### src/murp_pkg.sv
// ----------------------------------------------------------------------------
// murp_pkg : shared types and constants for the mixed unit record parser
// Parse phases, character codes and small digit helpers.
// ----------------------------------------------------------------------------
`default_nettype none

package murp_pkg;

	typedef enum logic [2:0] {
		PH_TYPE   = 3'd0,
		PH_BCOUNT = 3'd1,
		PH_BHI    = 3'd2,
		PH_BLO    = 3'd3,
		PH_AC1    = 3'd4,
		PH_AC2    = 3'd5,
		PH_AC3    = 3'd6,
		PH_ALIST  = 3'd7
	} phase_t;

	localparam logic [7:0] CH_COMMA = 8'd44;
	localparam logic [7:0] CH_ZERO  = 8'd48;
	localparam logic [7:0] CH_NINE  = 8'd57;
	localparam logic [7:0] CH_NUL   = 8'd0;
	localparam logic [7:0] CH_SOH   = 8'd1;
	localparam logic [7:0] CH_LF    = 8'd10;

	localparam logic [31:0] VALUE_MAX = 32'hFFFF_FFFF;

	localparam logic ITEM_HEADER = 1'b0;
	localparam logic ITEM_VALUE  = 1'b1;
	localparam logic UNIT_BIN    = 1'b0;
	localparam logic UNIT_ASCII  = 1'b1;

	function automatic logic is_digit(input logic [7:0] b);
		return (b >= CH_ZERO) && (b <= CH_NINE);
	endfunction

	// non-digits read as zero
	function automatic logic [3:0] digit_of(input logic [7:0] b);
		logic [7:0] d;
		d = b - CH_ZERO;
		return is_digit(b) ? d[3:0] : 4'd0;
	endfunction

endpackage

`default_nettype wire

### src/mixed_unit_record_parser_top.sv
// ----------------------------------------------------------------------------
// mixed_unit_record_parser_top : byte-stream unit parser
// Splits a stream of binary and ASCII-decimal units into one header word per
// unit and one value word per number, flagging bad digits and saturation.
// ----------------------------------------------------------------------------
//
//  channel | direction | handshake         | payload
//  --------+-----------+-------------------+-----------------------------------
//  in      | sink      | in_valid/in_ready | data_byte[7:0]
//  out     | source    | out_valid/out_ready | item_kind, unit_type,
//          |           |                   | unit_count[9:0], parsed_value[31:0],
//          |           |                   | last_of_unit, format_error
//
//  One byte per cycle sustained while the consumer keeps up. A byte is held
//  in the input register, is parsed there, and its word (if any) lands in
//  the output register.
//  The parse stage advances whenever the output register is empty or being
//  drained; a stalled consumer holds the input register and drops in_ready.
//  Reset clears all control and parse state; the parser starts waiting for a
//  type byte. Payload registers are not reset.
//
`default_nettype none

module mixed_unit_record_parser_top (
	input  wire logic        clk,
	input  wire logic        arst_n,
	// input word
	input  wire logic        in_valid,
	output logic             in_ready,
	input  wire logic [7:0]  data_byte,
	// output word
	output logic             out_valid,
	input  wire logic        out_ready,
	output logic             item_kind,
	output logic             unit_type,
	output logic [9:0]       unit_count,
	output logic [31:0]      parsed_value,
	output logic             last_of_unit,
	output logic             format_error
);

	import murp_pkg::*;

	// input register
	logic       valid_s1;
	logic [7:0] byte_s1;

	// parse state
	phase_t      phase_q, phase_d;
	logic [7:0]  remain_q, remain_d;
	logic [7:0]  high_q, high_d;
	logic [9:0]  count_q, count_d;
	logic [31:0] value_q, value_d;
	logic        err_q, err_d;

	// result register
	logic        out_valid_q;
	logic        kind_q, type_q, last_q, ferr_q;
	logic [9:0]  ucount_q;
	logic [31:0] pval_q;

	// parse-stage result
	logic        emit;
	logic        r_kind, r_type, r_last, r_err;
	logic [9:0]  r_count;
	logic [31:0] r_value;

	logic        advance;

	// helpers
	logic [3:0]  dig;
	logic        bad_digit;
	logic [35:0] mac;       // value * 10 + digit
	logic [9:0]  hundreds;
	logic [9:0]  tens;
	logic [7:0]  remain_dec;

	assign advance  = valid_s1 && (!out_valid_q || out_ready);
	assign in_ready = !valid_s1 || advance;

	assign dig        = digit_of(byte_s1);
	assign bad_digit  = !is_digit(byte_s1);
	// x10 as x8 + x2, x100 as x64 + x32 + x4
	assign mac        = {1'b0, value_q, 3'b000} + {3'b000, value_q, 1'b0} + {32'd0, dig};
	assign hundreds   = {dig, 6'd0} + {1'b0, dig, 5'd0} + {4'd0, dig, 2'd0};
	assign tens       = {3'd0, dig, 3'd0} + {5'd0, dig, 1'b0};
	assign remain_dec = remain_q - 8'd1;

	always_comb begin
		phase_d  = phase_q;
		remain_d = remain_q;
		high_d   = high_q;
		count_d  = count_q;
		value_d  = value_q;
		err_d    = err_q;
		emit     = 1'b0;
		r_kind   = ITEM_HEADER;
		r_type   = UNIT_BIN;
		r_count  = '0;
		r_value  = '0;
		r_last   = 1'b0;
		r_err    = 1'b0;
		unique case (phase_q)
			PH_TYPE: begin
				count_d = '0;
				err_d   = 1'b0;
				phase_d = (byte_s1 == CH_NUL) ? PH_BCOUNT : PH_AC1;
			end
			PH_BCOUNT: begin
				emit     = 1'b1;
				r_count  = {2'b00, byte_s1};
				remain_d = byte_s1;
				phase_d  = (byte_s1 == CH_NUL) ? PH_TYPE : PH_BHI;
			end
			PH_BHI: begin
				high_d  = byte_s1;
				phase_d = PH_BLO;
			end
			PH_BLO: begin
				emit     = 1'b1;
				r_kind   = ITEM_VALUE;
				r_value  = {16'd0, high_q, byte_s1};
				r_last   = (remain_dec == 8'd0);
				remain_d = remain_dec;
				phase_d  = (remain_dec == 8'd0) ? PH_TYPE : PH_BHI;
			end
			PH_AC1: begin
				count_d = hundreds;
				err_d   = err_q | bad_digit;
				phase_d = PH_AC2;
			end
			PH_AC2: begin
				count_d = count_q + tens;
				err_d   = err_q | bad_digit;
				phase_d = PH_AC3;
			end
			PH_AC3: begin
				emit    = 1'b1;
				r_type  = UNIT_ASCII;
				r_count = count_q + {6'd0, dig};
				r_err   = err_q | bad_digit;
				count_d = count_q + {6'd0, dig};
				err_d   = 1'b0;
				value_d = '0;
				phase_d = PH_ALIST;
			end
			PH_ALIST: begin
				if (byte_s1 == CH_COMMA) begin
					emit    = 1'b1;
					r_kind  = ITEM_VALUE;
					r_type  = UNIT_ASCII;
					r_value = value_q;
					r_err   = err_q;
					value_d = '0;
					err_d   = 1'b0;
				end else if (byte_s1 == CH_NUL || byte_s1 == CH_SOH || byte_s1 == CH_LF) begin
					// list terminator doubles as next type byte
					emit    = 1'b1;
					r_kind  = ITEM_VALUE;
					r_type  = UNIT_ASCII;
					r_value = value_q;
					r_last  = 1'b1;
					r_err   = err_q;
					value_d = '0;
					err_d   = 1'b0;
					count_d = '0;
					phase_d = (byte_s1 == CH_NUL) ? PH_BCOUNT : PH_AC1;
				end else if (mac[35:32] != 4'd0) begin
					value_d = VALUE_MAX;
					err_d   = 1'b1;
				end else begin
					value_d = mac[31:0];
					err_d   = err_q | bad_digit;
				end
			end
			default: phase_d = PH_TYPE;
		endcase
	end

	// input register
	always_ff @(posedge clk or negedge arst_n) begin
		if (!arst_n) begin
			valid_s1 <= 1'b0;
		end else if (in_ready) begin
			valid_s1 <= in_valid;
		end
	end

	always_ff @(posedge clk) begin
		if (in_ready && in_valid) begin
			byte_s1 <= data_byte;
		end
	end

	// parse state
	always_ff @(posedge clk or negedge arst_n) begin
		if (!arst_n) begin
			phase_q  <= PH_TYPE;
			remain_q <= '0;
			high_q   <= '0;
			count_q  <= '0;
			value_q  <= '0;
			err_q    <= 1'b0;
		end else if (advance) begin
			phase_q  <= phase_d;
			remain_q <= remain_d;
			high_q   <= high_d;
			count_q  <= count_d;
			value_q  <= value_d;
			err_q    <= err_d;
		end
	end

	// result register
	always_ff @(posedge clk or negedge arst_n) begin
		if (!arst_n) begin
			out_valid_q <= 1'b0;
		end else if (advance) begin
			out_valid_q <= emit;
		end else if (out_ready) begin
			out_valid_q <= 1'b0;
		end
	end

	always_ff @(posedge clk) begin
		if (advance && emit) begin
			kind_q   <= r_kind;
			type_q   <= r_type;
			ucount_q <= r_count;
			pval_q   <= r_value;
			last_q   <= r_last;
			ferr_q   <= r_err;
		end
	end

	assign out_valid    = out_valid_q;
	assign item_kind    = kind_q;
	assign unit_type    = type_q;
	assign unit_count   = ucount_q;
	assign parsed_value = pval_q;
	assign last_of_unit = last_q;
	assign format_error = ferr_q;

endmodule

`default_nettype wire
### config.mk
export PLATFORM = sky130hd
export DESIGN_NAME = mixed_unit_record_parser_top
export DESIGN_NICKNAME = d
export VERILOG_FILES = /design/src/murp_pkg.sv /design/src/mixed_unit_record_parser_top.sv
export SDC_FILE = /design/constraint.sdc
export NUM_CORES = 1
export LEC_CHECK = 0
export ABC_AREA = 1
export BUFFER_PORTS_ARGS = -buffer_cell sky130_fd_sc_hd__buf_2
export CORE_UTILIZATION = 50
export CTS_CLUSTER_DIAMETER = 80
export CTS_CLUSTER_SIZE = 14
export DETAILED_ROUTE_END_ITERATION = 16
export GPL_ROUTABILITY_DRIVEN = 0
export PLACE_DENSITY = 0.78
export SLEW_MARGIN = 20
export SYNTH_ARGS = -nofsm -noshare
export SYNTH_HDL_FRONTEND = slang
export SYNTH_SLANG_ARGS = --single-unit
### constraint.sdc
create_clock -name clk -period 13.9 [get_ports clk]
set_input_delay 4.17 -clock clk [delete_from_list [all_inputs] [get_ports clk]]
set_output_delay 4.17 -clock clk [all_outputs]
set_load 0.02 [all_outputs]
==> impl_metrics.tcl, run 1 <==
set metrics [dict create \
    status "finished clean" \
    grt_pass1_wl_um 35900 \
    ys_seq_area_share_pct 37.4 \
    cp_cell_sequence "buf_2, inv_1, nand3_1, buf_2" \
    n_antenna_cell 0 \
    drt-total-wl_um 22200 \
    cp.arrival_ns 4.60 \
    hold_viol_final 0 \
    critPathSlowestCell "buf_2" \
    crit_buf_inv 3 \
    power_density_nw_per_um2 222 \
    cts_sinks 118 \
    fmax_mhz 114 \
    dpl_worst_slack_ns 5.13 \
    yosysTopAreaCellShare_pct 18.8 \
    port_buffers 59 \
    syn-cell-area_um2 8610 \
    core_um2 16700 \
    grt_overflow 0 \
    num_vias 7671 \
    peakVddDrop_mv 0.135 \
    syn-instance-count 1116 \
    post-route-util_pct 58.1 \
    grt_max_degree 65 \
    initial_utilization_pct 51.6 \
    ant_nets 0 \
    p_clk_share_pct 19.7 \
    synth.area.top_cells "edfxtp_1 (19%), dfrtp_1 (19%), nand2_1 (14%)" \
    worstSetupStartpointType "primary input" \
    setup_ws_ns 5.13 \
    post-route-min-period_ns 8.77 \
    fin_skew_ns 0.00777 \
    layout_commonest_cell "nand2_1" \
    die_h_um 133 \
    drt-initial-drc-count 722 \
    setup_viol 0 \
    power_switching_mw 1.03 \
    io_pins 60 \
    max_slew_margin_pct 30.0 \
    cts_max_level 4 \
    slew_violations 0 \
    swShare_pct 48.0 \
    cpPeakStageDelay_ns 0.18 \
    dr.pass1.iters 6 \
    post-route-drc-count 0 \
    cts_tree "built" \
    ys.flop_type "dfrtp_1" \
    syn_area_per_cell_um2 7.72 \
    drive_gt1_share_pct 13.2 \
    synth_edf_count 54 \
    cp.required_ns 9.73 \
    final_cell_mix "nand2_1 (317), inv_1 (146), nor2_1 (92), o21ai_0 (84), ha_1 (83)" \
    cts_buffers 17 \
    die_area_um2 17800 \
    cts_hold_buf 0 \
    period_share_pct 63.1 \
    clk_pin_slew_ns 0.05 \
    cts_buffer_depth 2 \
    p_leak_nw 4.92 \
    vias_per_cell 5.43 \
    cts_resized 0 \
    yosysTopAreaCell "edfxtp_1" \
    post-cts-setup-buffers 0 \
    crit_path_frequent_cell "buf_2" \
    rsz0062_at_grt "false" \
    maxCapViolCount 0 \
    comb_power_share_pct 53.6 \
    syn_nets 1218 \
    setup_tns_ns 0 \
    power.internal_mw 1.12 \
    dpl.hpwl_um 16000 \
    synth-seq-cells 118 \
    yosys.cell_types.count 44 \
    ys_warn_count 0 \
    grtUsageTotal_pct 26.0 \
    die_w_um 133 \
    worstMarginPinSlew_ns 1.05 \
    crit_path_end_kind "output pin" \
    async_reset_ff_share_pct 54.2 \
    critPathMaxFanout 3 \
    path_delay_family "buffers and inverters" \
    root_buffer "clkbuf_16" \
    layout.nets 1283 \
    hold_path_class "reg -> reg" \
    area_delta_synth_final_pct 12.8 \
    clkLatencyLatePin_ns 0.43 \
    floorplan.rows 47 \
    post_drt_wl_per_cell_um 15.7 \
    seqPwrFrac_pct 26.7 \
    grt_pass1_vias 7377 \
    critPathKind "in -> out" \
    antenna_found_initial 0 \
]
-- through the flow --
stage          hold slack [ns]  power, mW  std cells  cell area [um2]
2_1_floorplan            0.453       1.44       1116             8610
3_3_place_gp             0.467       1.68       1382             9140
3_5_place_dp             0.475       1.71       1382             9140
4_1_cts                  0.491       2.14       1414             9710
5_1_grt                  0.501       2.31       1414             9710
6_report                 0.493       2.16       1414             9710
-- path summary, 6_finish.rpt --
kind                                            start  slack [ns]                      end  cells past startpoint
min in group asynchronous                      arst_n        3.92  value_q[29]$_DFFE_PN0P_                      2
max in group asynchronous                      arst_n        9.40        err_q$_DFFE_PN0P_                      2
worst min register to register  high_q[6]$_DFFE_PN0P_        0.49    high_q[6]$_DFFE_PN0P_                      2
worst min-delay path            high_q[6]$_DFFE_PN0P_        0.49    high_q[6]$_DFFE_PN0P_                      2
worst max register to register   byte_s1[6]$_DFFE_PP_        9.21   value_q[2]$_DFFE_PN0P_                     23
worst max-delay path                        out_ready        5.13                 in_ready                      4
-- registers in the layout, indices dropped and copies added, names as in the netlist --
register	flops
value_q	32
count_q	10
last_of_unit	1
unit_type	1
parsed_value	32
err_q	1
phase_q	3
valid_s1	1
unit_count	10
byte_s1	8
item_kind	1
high_q	8
remain_q	8
out_valid	1
format_error	1
-- layout make-up --
| class | instances | area (um2) |
|---|---|---|
| Sequential cell | 118 | 3220 |
| Multi-Input combinational cell | 821 | 4720 |
| Fill cell | 1496 | 6990 |
| Clock inverter | 14 | 136 |
| Tap cell | 220 | 275 |
| Timing Repair Buffer | 63 | 325 |
| Clock buffer | 18 | 429 |
| Inverter | 160 | 601 |
-- layer usage --
layer,vias up,routed length [um],global-route usage (%)
met5,-,0,0
met4,0,598,11.2
met3,51,1720,5.82
met2,326,10400,42.7
met1,3513,9440,32.9
li1,3781,-,-
-- synth_stat cells, types with 4 or more instances --
library cell	number
nand2_1	317
inv_1	146
nor2_1	94
o21ai_0	85
ha_1	83
dfrtp_1	64
edfxtp_1	54
a21oi_1	48
nand3_1	44
nand2_2	23
xnor2_1	16
inv_2	14
xor2_1	14
clkbuf_1	11
nor3_1	10
a21oi_2	9
nand4_1	9
fa_1	7
o21ai_1	6
o21bai_1	6
o211ai_1	5
o21ai_2	5
o221ai_1	4
o22ai_1	4
-- worst register-to-register path, delay by kind of cell, from the launching register on --
family                     cells  cell delay, ns
AOI/OAI and AO/OA              2            0.51
buffers and inverters          3            0.42
and+or+nand+nor               15            2.38
adders and majority gates      3            0.90
DFF                            1            0.35
-- cells by family after synthesis --
kind of cell	Yosys count	share of synthesized area, %
simple gates	515	25.4
buf+inv	177	7.93
fa+ha+maj	90	13.7
xor+xnor	30	3.05
flops	118	37.4
compound gates	186	12.5
-- power groups by stage --
stage          combinational, mW  sequential (mW)  clock, mW
2_1_floorplan              0.837            0.599          0
3_3_place_gp                1.11            0.576          0
3_5_place_dp                1.13            0.577          0
4_1_cts                     1.14            0.574      0.426
5_1_grt                     1.29            0.586      0.440
6_report                    1.16            0.576      0.424
No activity file was read; power rests on OpenSTA's default activity.
==> run 2, diff against run 1 <==
- ABC_AREA: 1 -> 0
- PLACE_DENSITY: 0.78 -> 0.81
- clock period: 13.9 -> 7.85 ns (I/O delays scaled with it)
==> run 2 against run 1 <==
  * Combinational power grew 140%
  * Clock power grew 94%
  * Synthesized cell count shrank 28%
  * Design area shrank 6.2%
  * Cell count shrank 24%
  * Routed wire length shrank 12%
  * Clock skew is essentially flat
  * Worst hold slack gained 0.016 ns
  * Power grew 110%
  * Sequential share of layout area grew 2.2 points
  * First-iteration DRC count grew 17%
  * Sequential cell count is the same
  * Critical path type is now reg -> reg
  * Largest cell class unchanged
==> impl_metrics.tcl, run 2 <==
set metrics [dict create \
    grt_max_degree 65 \
    floorplan.rows 45 \
    cts_buffers 17 \
    worstSetupStartpointType "flop" \
    worstMarginPinSlew_ns 0.898 \
    dpl_worst_slack_ns 2.67 \
    cts_resized 0 \
    yosysTopAreaCell "edfxtp_1" \
    maxCapViolCount 0 \
    cts_max_level 4 \
    peakVddDrop_mv 0.222 \
    die_h_um 129 \
    synth_commonest_cells "ha_1 (83), dfrtp_1 (64), nor2_1 (63)" \
    area_delta_synth_final_pct 13.6 \
    period_share_pct 67.1 \
    hold_path_class "reg -> reg" \
    final_cell_mix "ha_1 (83), dfrtp_1 (64), nor2_1 (63), buf_2 (59)" \
    grt_pass1_vias 6136 \
    dp_cells 1039 \
    n_antenna_cell 0 \
    root_buffer "clkbuf_16" \
    synth_edf_count 54 \
    cts_hold_buf 0 \
    rrSetupSlack_ns 2.58 \
    finalPower_mw 4.59 \
    drive_gt1_share_pct 12.7 \
    syn_area_per_cell_um2 9.99 \
    cts_tree "built" \
    core_um2 15400 \
    ant_nets 0 \
    slew_violations 0 \
    ys.flop_type "dfrtp_1" \
    grt_pass1_wl_um 31600 \
    post-route-min-period_ns 5.27 \
    syn-cell-area_um2 8010 \
    instances_no_fill 1071 \
    drt-total-wl_um 19500 \
    die_w_um 129 \
    cp.arrival_ns 5.57 \
    grtUsageTotal_pct 24.9 \
    port_buffers 59 \
    layout.nets 949 \
    grt_overflow 0 \
    setup_tns_ns 0 \
    critPathKind "reg -> reg" \
    setup_ws_ns 2.58 \
    status "finished clean" \
    drt-initial-drc-count 842 \
    setup_viol 0 \
    vias_per_cell 6.14 \
    hold_viol_final 0 \
    crit_path_end_kind "flop" \
    async_reset_ff_share_pct 54.2 \
    post-cts-setup-buffers 0 \
    antenna_found_initial 0 \
    io_pins 60 \
    post-route-drc-count 0 \
    yosysTopAreaCellShare_pct 20.2 \
    critPathMaxFanout 19 \
    synth.most_common_cell "ha_1" \
    synth-seq-cells 118 \
    ys_warn_count 0 \
    synth.area.top_cells "edfxtp_1 (20%), dfrtp_1 (20%), ha_1 (13%)" \
    fmax_mhz 190 \
    syn-instance-count 802 \
    dr.pass1.iters 6 \
    dpl.hpwl_um 13800 \
    yosys.cell_types.count 60 \
    p_leak_nw 4.10 \
    clkLatencyLatePin_ns 0.43 \
    power_density_nw_per_um2 504 \
    die_area_um2 16500 \
    max_slew_margin_pct 40.0 \
    num_vias 6579 \
    clk_pin_slew_ns 0.05 \
    fin_skew_ns 0.00813 \
    rsz0062_at_grt "false" \
    syn_nets 904 \
    cts_sinks 118 \
    cts_buffer_depth 2 \
    cp.required_ns 8.15 \
    initial_utilization_pct 51.9 \
    post_drt_wl_per_cell_um 18.2 \
    ys_seq_area_share_pct 40.2 \
    layout_commonest_cell "ha_1" \
]
[run 2: changes by cell type after synthesis, sizes merged, moves of 25 or more]
cell / before / now
nand2: 343 / 54
inv: 160 / 34
o21ai: 96 / 37
nor2: 98 / 63
nand3: 47 / 14
a221o: 0 / 31
clkbuf: 11 / 36
[run 2: kinds of logic after synthesis]
kind of cell,after synthesis,share of synthesized area [%]
simple gates,214,12.9
flops,118,40.2
xor+xnor,45,4.92
compound gates,252,22.3
mux,9,1.25
fa+ha+maj,90,14.7
buf+inv,74,3.75
[run 2: layout make-up]
cell class / count / area [um2]
clock buffers: 23 / 522
flip-flops and latches: 118 / 3220
clock inverters: 9 / 110
fillers: 1291 / 6320
multi-input cells: 610 / 4510
inverters: 34 / 128
repair buffers: 66 / 348
well taps: 211 / 264
[run 2: worst paths after layout]
kind,startpoint,end,cells after the start
min in group asynchronous,arst_n,value_q[11]$_DFFE_PN0P_,2
min,high_q[4]$_DFFE_PN0P_,high_q[4]$_DFFE_PN0P_,1
max reg2reg,byte_s1[1]$_DFFE_PP_,value_q[6]$_DFFE_PN0P_,17
max,byte_s1[1]$_DFFE_PP_,value_q[6]$_DFFE_PN0P_,17
max in group asynchronous,arst_n,count_q[6]$_DFFE_PN0P_,2
min reg2reg,high_q[4]$_DFFE_PN0P_,high_q[4]$_DFFE_PN0P_,1
[run 2: layer usage]
| metal | wire (um) | vias to the layer above | share of wire, % | global-route usage (%) |
|---|---|---|---|---|
| met5 | 0 | - | 0 | 0 |
| met4 | 395 | 0 | 2.0 | 9.48 |
| met3 | 1370 | 37 | 7.0 | 5.16 |
| met2 | 8750 | 280 | 45 | 37.7 |
| met1 | 8970 | 3144 | 46 | 35.2 |
| li1 | - | 3118 | - | - |
[run 2: through the flow]
stage | instance area, um2 | util, % | hold slack (ns)
CTS | 9100 | 59.0 | 0.507
detailed placement | 8470 | 54.9 | 0.495
floorplan | 8010 | - | 0.478
global route | 9100 | 59.0 | 0.523
finish | 9100 | 59.0 | 0.509
global placement | 8470 | 54.9 | 0.496
[run 2: power breakdown]
| part | internal (mW) | leakage, nW | total, mW | switching, mW |
|---|---|---|---|---|
| Clock | 0.533 | 0.303 | 0.823 | 0.290 |
| Combinational | 1.10 | 2.48 | 2.75 | 1.65 |
| Sequential | 0.832 | 1.32 | 1.02 | 0.187 |
| Total | 2.46 | 4.10 | 4.59 | 2.13 |
[run 2: worst max-delay path, cell delays in order, from the launching register on]
cell and delay, ns:
edfxtp_1 0.53, o21ai_0 0.20, and4_1 0.33, nand2_1 0.16, inv_1 0.29, ha_1 0.21, ha_1 0.19, inv_1 0.06
fa_1 0.39, nand2b_1 0.20, a211oi_1 0.26, o21ai_0 0.14, o41ai_1 0.53, a31oi_1 0.21, xnor2_1 0.18, o41a_1 0.65
buf_4 0.31, a221o_1 0.28
==> run 3, diff against run 2 <==
- ABC_AREA: 0 -> 1
- PLACE_DENSITY: 0.81 -> 0.78
- clock period: 7.85 -> 5.1 ns (I/O delays scaled with it)
==> run 3 against run 2 <==
  * Register-to-register slack worse by 1.8 ns
  * Sequential cell count did not move
  * Sequential share of layout area is 2.4 points lower
  * Global-route usage is 1.4 points higher
  * First-iteration DRC count is 10% lower
  * Worst hold slack worse by 0.012 ns
  * Design area grew 7.4%
  * Critical path type unchanged
  * Highest routed layer is now met5
==> impl_metrics.tcl, run 3 (synthesis gave the netlist of run 1 again) <==
set metrics [dict create \
    status "finished clean" \
    cts_max_level 4 \
    n_antenna_cell 0 \
    cts_hold_buf 0 \
    cp.required_ns 5.40 \
    maxCapViolCount 0 \
    num_vias 7936 \
    p_clk_share_pct 19.6 \
    cts_resized 0 \
    die_w_um 133 \
    slew_violations 0 \
    grt_overflow 0 \
    instances_no_fill 1420 \
    period_share_pct 84.9 \
    cp.arrival_ns 4.63 \
    ant_nets 0 \
    hold_viol_final 0 \
    met3_length_um 1780 \
    root_buffer "clkbuf_16" \
    grt_max_degree 39 \
    setup_viol 0 \
    critPathMaxFanout 19 \
    layout.nets 1289 \
    grtUsageTotal_pct 26.4 \
    crit_path_end_kind "flop" \
    io_pins 60 \
    critPathKind "reg -> reg" \
    dr.pass1.iters 7 \
    worstMarginPinSlew_ns 0.828 \
    dpl.hpwl_um 17300 \
    wl_met2_um 10200 \
    setup_tns_ns 0 \
    fin_skew_ns 0.0101 \
    drt-total-wl_um 22500 \
    cts_tree "built" \
    post-route-util_pct 58.5 \
    clk_pin_slew_ns 0.06 \
    drive_gt1_share_pct 13.8 \
    grt_pass1_wl_um 36500 \
    drt-initial-drc-count 756 \
    hold_path_class "reg -> reg" \
    peakVddDrop_mv 0.327 \
    die_h_um 133 \
    worstSetupStartpointType "flop" \
    post-cts-setup-buffers 0 \
    nFillCells 1490 \
    cts_buffers 17 \
    antenna_found_initial 1 \
    final_cell_mix "nand2_1 (317), inv_1 (146), nor2_1 (93), o21ai_0 (84), ha_1 (83)" \
    post-route-drc-count 0 \
    swShare_pct 48.2 \
    cts_buffer_depth 2 \
    grt_pass1_vias 7578 \
    vias_per_cell 5.59 \
    floorplan.rows 47 \
    initial_utilization_pct 51.6 \
    seqPwrFrac_pct 26.6 \
    max_slew_margin_pct 44.6 \
    layout_commonest_cell "nand2_1" \
    p_leak_nw 4.97 \
    fmax_mhz 231 \
    power_density_nw_per_um2 609 \
    cts_sinks 118 \
    dp_cells 1388 \
    clkLatencyLatePin_ns 0.41 \
    area_delta_synth_final_pct 13.5 \
    power_switching_mw 2.87 \
    die_area_um2 17800 \
    port_buffers 59 \
    routed.top_layer "met5" \
    power.internal_mw 3.08 \
    post-route-min-period_ns 4.33 \
    rsz0062_at_grt "false" \
    core_um2 16700 \
    drt-met1-wl_um 9450 \
    comb_power_share_pct 53.8 \
    post_drt_wl_per_cell_um 15.9 \
]
## run 3: cell count changes in the layout (fill, tap and decap cells not counted), moves of 11 or more
cell,change
nand2_1,+263
inv_1,+112
o21ai_0,+48
a221o_1,-31
nand3_1,+30
nor2_1,+30
and2_1,-23
nand2_2,+23
a21o_1,-21
a22o_1,-19
inv_2,+14
xnor2_1,-13
a31oi_1,-11
## run 3: layout make-up
cell class	count	area (um2)	area share (%)
clock buffers	19	464	4.75
multi-input cells	821	4720	48.3
inverters	160	601	6.14
clock inverters	13	119	1.22
repair buffers	69	370	3.79
flip-flops and latches	118	3220	33.0
well taps	220	275	2.82
## run 3: critical path, cell delays in order, from the launching register on
cell	delay [ns]
edfxtp_1	0.36
inv_1	0.18
nand2_1	0.10
nor2_1	0.14
o2111ai_1	0.26
nor2_1	0.71
fa_1	0.58
inv_1	0.11
fa_1	0.25
inv_1	0.07
nand3_1	0.08
nand2_2	0.08
nand2_2	0.08
nand2_4	0.06
nand2_2	0.07
nand2_4	0.06
nand2_2	0.07
nand2_1	0.05
nand2_1	0.07
nand2_2	0.08
nor2_8	0.21
nand2_4	0.22
o21ai_0	0.23
nand2_1	0.07
## run 3: path summary, 6_finish.rpt
kind / start / to / slack, ns / cells past startpoint
worst max-delay path: byte_s1[6]$_DFFE_PP_ / value_q[7]$_DFFE_PN0P_ / 0.77 / 23
worst min-delay path: high_q[5]$_DFFE_PN0P_ / high_q[5]$_DFFE_PN0P_ / 0.50 / 2
worst max register to register: byte_s1[6]$_DFFE_PP_ / value_q[7]$_DFFE_PN0P_ / 0.77 / 23
worst min register to register: high_q[5]$_DFFE_PN0P_ / high_q[5]$_DFFE_PN0P_ / 0.50 / 2
max in group asynchronous: arst_n / remain_q[7]$_DFFE_PN0P_ / 3.00 / 2
min in group asynchronous: arst_n / value_q[29]$_DFFE_PN0P_ / 1.13 / 1
## run 3: power groups by stage
stage                     sequential, mW  combinational (mW)  clock [mW]
after global routing                1.61                3.57        1.22
after floorplan                     1.63                2.28           0
final                               1.58                3.20        1.17
after detailed placement            1.58                3.13           0
after CTS                           1.57                3.17        1.18
after global placement              1.58                3.08           0
## run 3: metal layers
layer  GRT usage [%]  vias up
met1            33.4     3669
met5               0        -
met3            5.40       99
li1                -     3791
met4            13.7        2
met2            42.6      375
## run 3: through the flow
stage	worst slack, ns	instance area [um2]	total power [mW]	hold slack (ns)
after floorplan	0.758	8610	3.91	0.453
after detailed placement	0.857	9190	4.72	0.473
after global placement	1.12	9190	4.66	0.471
after CTS	0.777	9780	5.92	0.487
final	0.771	9780	5.96	0.497
after global routing	0.374	9780	6.40	0.529
